[src/hdl/mtfq_pkg.sv]
`default_nettype none

package mtfq_pkg;

	// Fixed widths of the word fields
	localparam int DATA_WIDTH = 32;
	localparam int COUNT_W    = 5;
	localparam int DEPTH_DEF  = 16;

	typedef logic signed [DATA_WIDTH-1:0] data_t;

	// Largest signed value, reported as the minimum of an empty queue
	localparam data_t DATA_MAX = {1'b0, {(DATA_WIDTH-1){1'b1}}};

	typedef enum logic [1:0] {
		CMD_PUSH = 2'd0,
		CMD_POP  = 2'd1,
		CMD_PEEK = 2'd2
	} cmd_e;

	typedef enum logic [1:0] {
		ERR_NONE  = 2'd0,
		ERR_FULL  = 2'd1,
		ERR_EMPTY = 2'd2
	} err_e;

	typedef enum logic [2:0] {
		ST_IDLE,
		ST_EXEC,
		ST_XFER,
		ST_POPRD,
		ST_RESP
	} state_e;

	// Input word
	typedef struct packed {
		logic [1:0] command;
		data_t      value;
	} in_word_t;

	// Result word
	typedef struct packed {
		data_t              front_value;
		data_t              min_value;
		logic [COUNT_W-1:0] count;
		logic               is_empty;
		logic [1:0]         error_code;
	} out_word_t;

	// One stack entry: value and minimum of itself and all entries below
	typedef struct packed {
		data_t val;
		data_t mn;
	} entry_t;

	// Controller to datapath
	typedef struct packed {
		logic load;      // capture the accepted word, clear error
		logic push;      // write onto the input stack
		logic set_full;  // flag push while full
		logic set_empty; // flag pop while empty
		logic pop;       // drop output top, fetch the next one
		logic pop_fill;  // load fetched entry into the top cache
		logic xfer_rd;   // move one input entry toward the output stack
	} dp_cmd_t;

	// Datapath to controller
	typedef struct packed {
		logic is_push;
		logic is_pop;
		logic full;
		logic in_empty;
		logic out_empty;
		logic out_multi;
	} dp_sts_t;

	function automatic data_t smin(input data_t a, input data_t b);
		return (a <= b) ? a : b;
	endfunction

endpackage

`default_nettype wire

[src/hdl/mtfq_ctrl.sv]
`default_nettype none

module mtfq_ctrl (
	input  wire logic              clk,
	input  wire logic              arst_n,
	input  wire logic              start,
	output logic                   busy,
	output logic                   done,
	input  wire mtfq_pkg::dp_sts_t sts,
	output mtfq_pkg::dp_cmd_t      cmd
);

	mtfq_pkg::state_e state_q, state_nxt;

	// State register
	always_ff @(posedge clk or negedge arst_n) begin
		if (!arst_n) begin
			state_q <= mtfq_pkg::ST_IDLE;
		end else begin
			state_q <= state_nxt;
		end
	end

	// Next state
	always_comb begin
		state_nxt = state_q;
		unique case (state_q)
			mtfq_pkg::ST_IDLE: begin
				if (start) state_nxt = mtfq_pkg::ST_EXEC;
			end
			mtfq_pkg::ST_EXEC: begin
				priority if (sts.is_push) begin
					state_nxt = mtfq_pkg::ST_RESP;
				end else if (sts.out_empty && !sts.in_empty) begin
					state_nxt = mtfq_pkg::ST_XFER;
				end else if (sts.is_pop && sts.out_multi) begin
					state_nxt = mtfq_pkg::ST_POPRD;
				end else begin
					state_nxt = mtfq_pkg::ST_RESP;
				end
			end
			// last pending write lands at the same edge that leaves this state
			mtfq_pkg::ST_XFER: begin
				if (sts.in_empty) state_nxt = mtfq_pkg::ST_EXEC;
			end
			mtfq_pkg::ST_POPRD: begin
				state_nxt = mtfq_pkg::ST_RESP;
			end
			mtfq_pkg::ST_RESP: begin
				state_nxt = start ? mtfq_pkg::ST_EXEC : mtfq_pkg::ST_IDLE;
			end
			default: begin
				state_nxt = mtfq_pkg::ST_IDLE;
			end
		endcase
	end

	// Outputs
	always_comb begin
		cmd  = '0;
		busy = 1'b1;
		done = 1'b0;
		unique case (state_q)
			mtfq_pkg::ST_IDLE: begin
				busy = 1'b0;
			end
			mtfq_pkg::ST_EXEC: begin
				priority if (sts.is_push) begin
					if (sts.full) cmd.set_full = 1'b1;
					else          cmd.push     = 1'b1;
				end else if (sts.out_empty && !sts.in_empty) begin
					cmd.xfer_rd = 1'b1;
				end else if (sts.is_pop) begin
					if (sts.out_empty) cmd.set_empty = 1'b1;
					else               cmd.pop       = 1'b1;
				end else begin
					cmd.pop = 1'b0;
				end
			end
			mtfq_pkg::ST_XFER: begin
				cmd.xfer_rd = !sts.in_empty;
			end
			mtfq_pkg::ST_POPRD: begin
				cmd.pop_fill = 1'b1;
			end
			mtfq_pkg::ST_RESP: begin
				busy = 1'b0;
				done = 1'b1;
			end
			default: begin
				busy = 1'b1;
			end
		endcase
		cmd.load = start && !busy;
	end

endmodule

`default_nettype wire

[src/hdl/mtfq_dp.sv]
`default_nettype none

module mtfq_dp #(
	parameter int DEPTH = mtfq_pkg::DEPTH_DEF
) (
	input  wire logic               clk,
	input  wire logic               arst_n,
	input  wire mtfq_pkg::in_word_t item,
	input  wire mtfq_pkg::dp_cmd_t  cmd,
	output mtfq_pkg::dp_sts_t       sts,
	output mtfq_pkg::out_word_t     result
);

	localparam int AW   = (DEPTH > 1) ? $clog2(DEPTH) : 1;
	localparam int CW   = $clog2(DEPTH + 1);
	localparam int CntW = mtfq_pkg::COUNT_W;

	// Stack storage
	mtfq_pkg::entry_t in_mem  [DEPTH];
	mtfq_pkg::entry_t out_mem [DEPTH];

	logic [1:0]        cmd_q;
	mtfq_pkg::data_t   val_q;
	mtfq_pkg::err_e    err_q;
	logic [CW-1:0]     in_count_q, out_count_q;
	mtfq_pkg::data_t   in_min_q, out_min_q;
	mtfq_pkg::data_t   in_bottom_q, out_top_q;
	mtfq_pkg::entry_t  in_rd_q, out_rd_q;
	logic              wr_pend_s1;

	logic [CW-1:0]     in_dec, out_dec, out_dec2;
	logic [CW:0]       total;
	mtfq_pkg::data_t   push_min, xfer_min;

	assign in_dec   = in_count_q - CW'(1);
	assign out_dec  = out_count_q - CW'(1);
	assign out_dec2 = out_count_q - CW'(2);
	assign total    = {1'b0, in_count_q} + {1'b0, out_count_q};
	assign push_min = mtfq_pkg::smin(val_q, in_min_q);
	assign xfer_min = mtfq_pkg::smin(in_rd_q.val, out_min_q);

	// Accepted word
	always_ff @(posedge clk) begin
		if (cmd.load) begin
			cmd_q <= item.command;
			val_q <= item.value;
		end
	end

	// Input stack memory: push write, transfer read
	always_ff @(posedge clk) begin
		if (cmd.push) in_mem[in_count_q[AW-1:0]] <= '{val: val_q, mn: push_min};
		if (cmd.xfer_rd) in_rd_q <= in_mem[in_dec[AW-1:0]];
	end

	// Output stack memory: transfer write, read of the entry under the top
	always_ff @(posedge clk) begin
		if (wr_pend_s1) out_mem[out_count_q[AW-1:0]] <= '{val: in_rd_q.val, mn: xfer_min};
		if (cmd.pop) out_rd_q <= out_mem[out_dec2[AW-1:0]];
	end

	// Bottom of the input stack, used as the front while the output stack is empty
	always_ff @(posedge clk) begin
		if (cmd.push && in_count_q == '0) in_bottom_q <= val_q;
	end

	// Cached top value of the output stack
	always_ff @(posedge clk) begin
		if (wr_pend_s1)    out_top_q <= in_rd_q.val;
		else if (cmd.pop_fill) out_top_q <= out_rd_q.val;
	end

	// Fill levels, running minima, error flag
	always_ff @(posedge clk or negedge arst_n) begin
		if (!arst_n) begin
			in_count_q  <= '0;
			out_count_q <= '0;
			in_min_q    <= mtfq_pkg::DATA_MAX;
			out_min_q   <= mtfq_pkg::DATA_MAX;
			err_q       <= mtfq_pkg::ERR_NONE;
			wr_pend_s1  <= 1'b0;
		end else begin
			wr_pend_s1 <= cmd.xfer_rd;

			if (cmd.load)           err_q <= mtfq_pkg::ERR_NONE;
			else if (cmd.set_full)  err_q <= mtfq_pkg::ERR_FULL;
			else if (cmd.set_empty) err_q <= mtfq_pkg::ERR_EMPTY;

			// input stack
			if (cmd.push) begin
				in_count_q <= in_count_q + CW'(1);
				in_min_q   <= push_min;
			end else if (cmd.xfer_rd) begin
				in_count_q <= in_dec;
				if (in_count_q == CW'(1)) in_min_q <= mtfq_pkg::DATA_MAX;
			end

			// output stack
			if (wr_pend_s1) begin
				out_count_q <= out_count_q + CW'(1);
				out_min_q   <= xfer_min;
			end else if (cmd.pop) begin
				out_count_q <= out_dec;
				if (out_count_q == CW'(1)) out_min_q <= mtfq_pkg::DATA_MAX;
			end else if (cmd.pop_fill) begin
				out_min_q <= out_rd_q.mn;
			end
		end
	end

	// Status toward the controller
	always_comb begin
		sts.is_push   = (cmd_q == mtfq_pkg::CMD_PUSH);
		sts.is_pop    = (cmd_q == mtfq_pkg::CMD_POP);
		sts.full      = (total >= (CW+1)'(DEPTH));
		sts.in_empty  = (in_count_q == '0);
		sts.out_empty = (out_count_q == '0);
		sts.out_multi = (out_count_q > CW'(1));
	end

	// Result word from the cached state
	always_comb begin
		if (out_count_q != '0)     result.front_value = out_top_q;
		else if (in_count_q != '0) result.front_value = in_bottom_q;
		else                       result.front_value = '0;
		result.min_value  = mtfq_pkg::smin(in_min_q, out_min_q);
		result.count      = CntW'(total);
		result.is_empty   = (total == '0);
		result.error_code = err_q;
	end

endmodule

`default_nettype wire

[src/hdl/min_tracking_fifo_two_stack_unit.sv]
`default_nettype none

// Minimum-tracking FIFO of signed words, built from an input and an output stack.
// Input channel: item (command and value) is taken at a clock edge where start is
// high and busy is low. Result channel: result is valid for the one cycle in which
// done is high; the receiver cannot stall it and must take it in that cycle.
// Each result carries the oldest value, the minimum of all held values, the fill
// count, an empty flag and an error code.
// Sequence from the accepting edge: push, peek and pop that need no transfer run
// in ST_EXEC and show done in ST_RESP; a pop that leaves the output stack non-empty
// first passes ST_POPRD to fetch the new top from the output stack memory.
// A pop or peek that finds the output stack empty first moves the input stack over,
// one entry per cycle through the single memory read port. A new item may be accepted
// in the cycle where done is high.
// Reset empties both stacks at once; stack memory is not cleared.

module min_tracking_fifo_two_stack_unit #(
	parameter int DEPTH = mtfq_pkg::DEPTH_DEF
) (
	input  wire logic                clk,
	input  wire logic                arst_n,
	input  wire logic                start,
	output logic                     busy,
	input  wire mtfq_pkg::in_word_t  item,
	output logic                     done,
	output mtfq_pkg::out_word_t      result
);

	mtfq_pkg::dp_cmd_t dp_cmd;
	mtfq_pkg::dp_sts_t dp_sts;

	mtfq_ctrl u_ctrl (
		.clk    (clk),
		.arst_n (arst_n),
		.start  (start),
		.busy   (busy),
		.done   (done),
		.sts    (dp_sts),
		.cmd    (dp_cmd)
	);

	mtfq_dp #(
		.DEPTH (DEPTH)
	) u_dp (
		.clk    (clk),
		.arst_n (arst_n),
		.item   (item),
		.cmd    (dp_cmd),
		.sts    (dp_sts),
		.result (result)
	);

endmodule

`default_nettype wire

[config.mk]
export PLATFORM = sky130hd
export DESIGN_NAME = min_tracking_fifo_two_stack_unit
export DESIGN_NICKNAME = d
export VERILOG_FILES = /design/src/hdl/mtfq_pkg.sv /design/src/hdl/mtfq_ctrl.sv /design/src/hdl/mtfq_dp.sv /design/src/hdl/min_tracking_fifo_two_stack_unit.sv
export SDC_FILE = /design/constraint.sdc
export NUM_CORES = 2
export LEC_CHECK = 0
export BUFFER_PORTS_ARGS = -buffer_cell sky130_fd_sc_hd__buf_4
export CORE_MARGIN = 3
export CORE_UTILIZATION = 47
export CTS_BUF_LIST = sky130_fd_sc_hd__clkbuf_4
export CTS_CLUSTER_DIAMETER = 60
export DETAILED_ROUTE_END_ITERATION = 6
export SLEW_MARGIN = 20
export SYNTH_ARGS = -nofsm -noshare
export SYNTH_HDL_FRONTEND = slang
export SYNTH_SLANG_ARGS = --single-unit
[constraint.sdc]
create_clock -name clk -period 10.52 [get_ports clk]
set_input_delay 1.578 -clock clk [delete_from_list [all_inputs] [get_ports clk]]
set_output_delay 1.578 -clock clk [all_outputs]
set_load 0.02 [all_outputs]
== After elaboration in Yosys (flattened, before gate mapping) ==
Memory sizes are Yosys's and may differ from the RTL's. A register that Yosys moved wholly into a read port is not among the register bits.
Index checks and enable logic that the tools add are counted.
Storage, ports and cells
  latch bits: 0
  word-level logic and storage cells: 104
  memories: 2
  output and inout bits: 74
  flip-flop bits (word level): 178
  RAM bits: 2048
  memory bits (read-only): 0
Memories
  u_dp.in_mem: words 16, bits a word 64, read ports 1, clocked after Yosys merged registers in 1, wr ports 1, line mtfq_dp.sv:19  | mtfq_pkg::entry_t in_mem [DEPTH];
  u_dp.out_mem: words 16, bits a word 64, read ports 1, clocked after Yosys merged registers in 1, wr ports 1, line mtfq_dp.sv:20  | mtfq_pkg::entry_t out_mem [DEPTH];
Cells by class
  shift-type cells: 0
  multiplexer cells: 48
  bitwise logic cells: 0
  magnitude comparators: 5
  reductions and logical operators: 22
  eq/ne operators: 10
  add/sub/neg operators: 6
  multiply operators: 0
  divide/modulo/power cells: 0
Operators by type and width (count)
  $mux W32: 14
  $le A32 B32 Y1: 3
  $mux W5: 4
  $mux W1: 16
  $mux W3: 5
  $pmux W3 S5: 1
  $mux W2: 6
  $add A5 B1 Y5 const B: 2
  $eq A5 B1 Y1 const B: 2
  $logic_not A5 Y1: 2
  $reduce_bool A5 Y1: 2
  $sub A5 B1 Y5 const B: 2
  $reduce_bool A2 Y1: 4
  $add A5 B5 Y6: 1
  $eq A3 B2 Y1 const B: 2
  $ge A6 B5 Y1 const B: 1
  $logic_not A6 Y1: 1
  $reduce_and A2 Y1: 3
  $reduce_bool A3 Y1: 2
  $gt A5 B1 Y1 const B: 1
  $logic_and A1 B1 Y1: 4
  $mux W4: 1
  $sub A4 B2 Y4 const B: 1
  $eq A3 B1 Y1 const B: 1
  10 further kinds: 10

== Longest topological paths before layout ==
  word-level depth: 9
  gate-level depth with buffers: 13

== Hierarchy ==
From an unflattened synthesis, not the netlist that was laid out.
Unflattened totals
  cell total of the unflattened synthesis: 3273
  area total of the unflattened synthesis: 71398.5 µm²
Modules (own cells, without submodules)
  mtfq_dp: seq. area each 53954.2 µm², times used 1, area an instance 71163.3 µm², cells an instance 3243
  mtfq_ctrl: seq. area each 75.1 µm², times used 1, area an instance 235.2 µm², cells an instance 30

== Least setup slack after synthesis ==
Ideal clock, no wire load.
  path kind: reg2reg
  from: register u_dp.out_count_q[1]
  to: memory u_dp.out_mem[8][0] in the netlist's numbering, enable pin
  slack: 3.820 ns
  period minus slack after synthesis: 6.700 ns
  stages on the path, launching flop included: 7
  arrival: 6.122 ns
  cells stage by stage: dfrtp_1 > clkbuf_1 > clkbuf_1 > buf_1 > inv_1 > ha_1 > nor3b_1
RTL lines
  start, declared: line mtfq_dp.sv:25  | logic [CW-1:0] in_count_q, out_count_q;
  start signal, assigned: line mtfq_dp.sv:100  | out_count_q <= out_count_q + CW'(1);
  start signal, assigned: line mtfq_dp.sv:103  | out_count_q <= out_dec;
  end, declared: line mtfq_dp.sv:20
No word-level cell before the write port.

==> metrics.txt <==
status=completed; Starting Density=0.475; area share of the largest cell type after synthesis=0.717; Rows=143; Synth area leaders=edfxtp_1 (72%), mux4_2 (15%), dfstp_2 (2.2%); synth unique cells=58; Slew @ Worst Pin=1170 ps; GRT Resource Usage Total=0.252; Die Area=0.159 mm2; RSZ-0062 raised after global routing=no; Mapped Nets=3568; Fmax achieved=135 MHz; vias=38.1k; NumNets Final=~4.1k; Most used DFF post-synth=edfxtp_1; root buf cell=clkbuf_4; CTS H-tree depth=5; Fin Setup TNS=0 ps; max incr delay on CP=900 ps; Worst Skew=139 ps; DRC viols=0; sequential element share of the synthesized area=0.745; synthesized area=~0.072 mm2; IO buf count=110; Inst Count DP=5506; Setup Buffers After CTS=0; most numerous cell in the Yosys netlist=edfxtp_1; Commonest cells post-synth=edfxtp_1 (1730), mux4_2 (480), clkbuf_1 (132), nand2_1 (132), ha_1 (113); EDFF count, synth=1730; FFs w/ async S/R, synth=0.0442; fraction of layout cells with a size suffix above 1=0.386; CTS resizes=0; WL/cell=31.3 um; Post-Route WL=198000 um; syn_area_per_cell=21.2 um2; Fin. Hold Viols=0; fin crit period=roughly 7400 ps; Fillers=11.9k; Startpoint Class=flop; final setup fails=0; class of the most critical setup path=reg2out; vias per std cell=6.03; fin cells=6311; max_cap viols=0; Chip Width=399 um; Pleak=roughly 27 nW; DPL Wire Length=between 100000 and 150000 um; GRT Residual Overflow=0; fin. max-slew vios=0; Worst-Skew Late Latency=1380 ps; # clock sinks=1810; hold_ws=roughly 240 ps; die height=roughly 400 um; drt pass-1 iters=6; Hold Path Class=in2async; FF+latch count, synth=1810; CTS clk-pin slew, worst paths=about 70 ps; Routed Antenna Nets=0; fin crit share=0.706; CTS tree=done; initial antenna violation count=6; WP data arrival=5850 ps; Slew Limit Headroom=0.223; Synth warnings=0; first-pass GRT wire length=282000 um; CP max-delay cell=o21ai_2; biggest area consumer among synthesized cells=edfxtp_1; number of hold buffers added after CTS=0; Post-Syn Instances=roughly 3.4k; Boundary Pins=111; element type at the critical path end=output pin; Area Growth Syn to Fin=13.2%; clk buf depth=4; Crit path required time=8940 ps; CTS Buf Count=463; vias in the first global route=roughly 40k; Initial DRC Count=4580; Core Region=0.153 mm2; Worst VDD drop=308 uV; PwrDens=between 300 and 400 mW/mm2; worst path cell trace=inv_1, ha_1, nand4_1, nor2_1, nand4_1, o21ai_2, buf_4, nor2_1, and4_2, o31ai_1, buf_4; CP max FO=32; pin count of the biggest net entering global routing=approximately 120; routability cong.=~0.84
## worst max-delay path, delay by kind of cell (launching register included)
kind | cells | cell delay (ps)
AOI/OAI and AO/OA | 2 | 1720
adders and majority gates | 1 | 340
buffers and inverters | 3 | 770
DFF | 1 | 540
and+or+nand+nor | 5 | 1110
## per-stage QoR
stage	worst slack (ps)	total power [W]	utilization	area, um2
finish	3090	0.0257	0.538	82100
global route	2750	0.0269	0.538	82100
CTS	3100	0.0259	0.537	82000
detailed placement	4600	0.0201	0.500	76400
global placement	4660	0.0198	0.500	76400
floorplan	3820	0.0166	-	72500
## per-layer routing
| layer | GRT usage | routed length (um) | share of wire | vias to the layer above |
|---|---|---|---|---|
| met5 | 0 | 0 | 0 | - |
| met2 | 0.396 | 95700 | 0.48 | 1877 |
| met4 | 0.0749 | 4440 | 0.022 | 0 |
| met3 | 0.0565 | 16500 | 0.084 | 263 |
| li1 | - | - | - | 15800 |
| met1 | 0.355 | 80900 | 0.41 | 20200 |
## registers in the layout, indices dropped and copies added, names as in the netlist, 32 cells and up
signal / count
u_dp.in_min_q: 32
u_dp.out_rd_q: 64
u_dp.in_bottom_q: 32
u_dp.out_top_q: 32
u_dp.in_rd_q: 32
u_dp.val_q: 32
u_dp.out_mem: 1024
u_dp.in_mem: 512
u_dp.out_min_q: 32
## where the power goes
part           internal [W]  leakage, nW  switching, W  total [W]
clock               0.00298         3.40       0.00276    0.00575
sequential          0.00973         16.5      0.000444     0.0102
combinational       0.00396         7.41       0.00580    0.00975
## logic make-up (layout without fill, tap and decap cells)
| group | count (synthesis) | after routing | share of synthesized area |
|---|---|---|---|
| flip-flops | 1810 | 1810 | 0.745 |
| adder cells (fa/ha/maj) | 114 | 114 | 0.0198 |
| other | 0 | 5 | 0 |
| multiplexers | 548 | 548 | 0.161 |
| AO/OA/AOI/OAI | 293 | 293 | 0.0318 |
| buffers and inverters | 271 | 1130 | 0.0150 |
| XOR/XNOR | 14 | 14 | 0.00169 |
| AND/OR/NAND/NOR | 367 | 367 | 0.0252 |
## path summary, 6_finish.rpt
path | start | endpoint | slack [ps] | cells past startpoint
hold / removal | arst_n | u_ctrl.state_q[1]$_DFFE_PN0P_ | 240 | 1
setup / recovery | u_dp.out_min_q[28]$_DFFE_PN1P_ | result[38] | 3090 | 11
max in group asynchronous | arst_n | u_dp.out_min_q[31]$_DFFE_PN0P_ | 9100 | 2
min in group clk | item[33] | u_dp.cmd_q[1]$_DFFE_PP_ | 410 | 1
setup reg to reg | u_dp.in_count_q[0]$_DFFE_PN0P_ | u_dp.in_mem[14][60]$_DFFE_PP_ | 5340 | 10
hold reg to reg | u_dp.out_rd_q[63]$_DFFE_PP_ | u_dp.out_top_q[31]$_DFFE_PP_ | 520 | 1
## cell type report
class / count / area (um2) / area share
sequential: 1810 / 54000 / 0.659
multi-input combinational: 1336 / 17600 / 0.215
clock buffer: 672 / 5040 / 0.0615
tap: 2030 / 2540 / 0.0310
timing repair buffer: 250 / 1910 / 0.0233
clock inverter: 127 / 586 / 0.00714
inverter: 81 / 304 / 0.00370
antenna: 5 / 12.5 / 0.000152
## layout by cell type, fill, tap and decap left out, drive strengths merged, types with 22 or more instances in the layout
master and instances:
o211ai 65, nand3 46, o31ai 35, nor2b 39
nor3 42, buf 250, nand4 22, mux4 480
a21oi 36, nand2 132, edfxtp 1730, nor2 31
clkinv 119, inv 86, a221oi 32, mux2 64
dfstp 62, ha 113, o22ai 33, clkbuf 672
a32oi 33
Power figures use the tool's default switching activity.
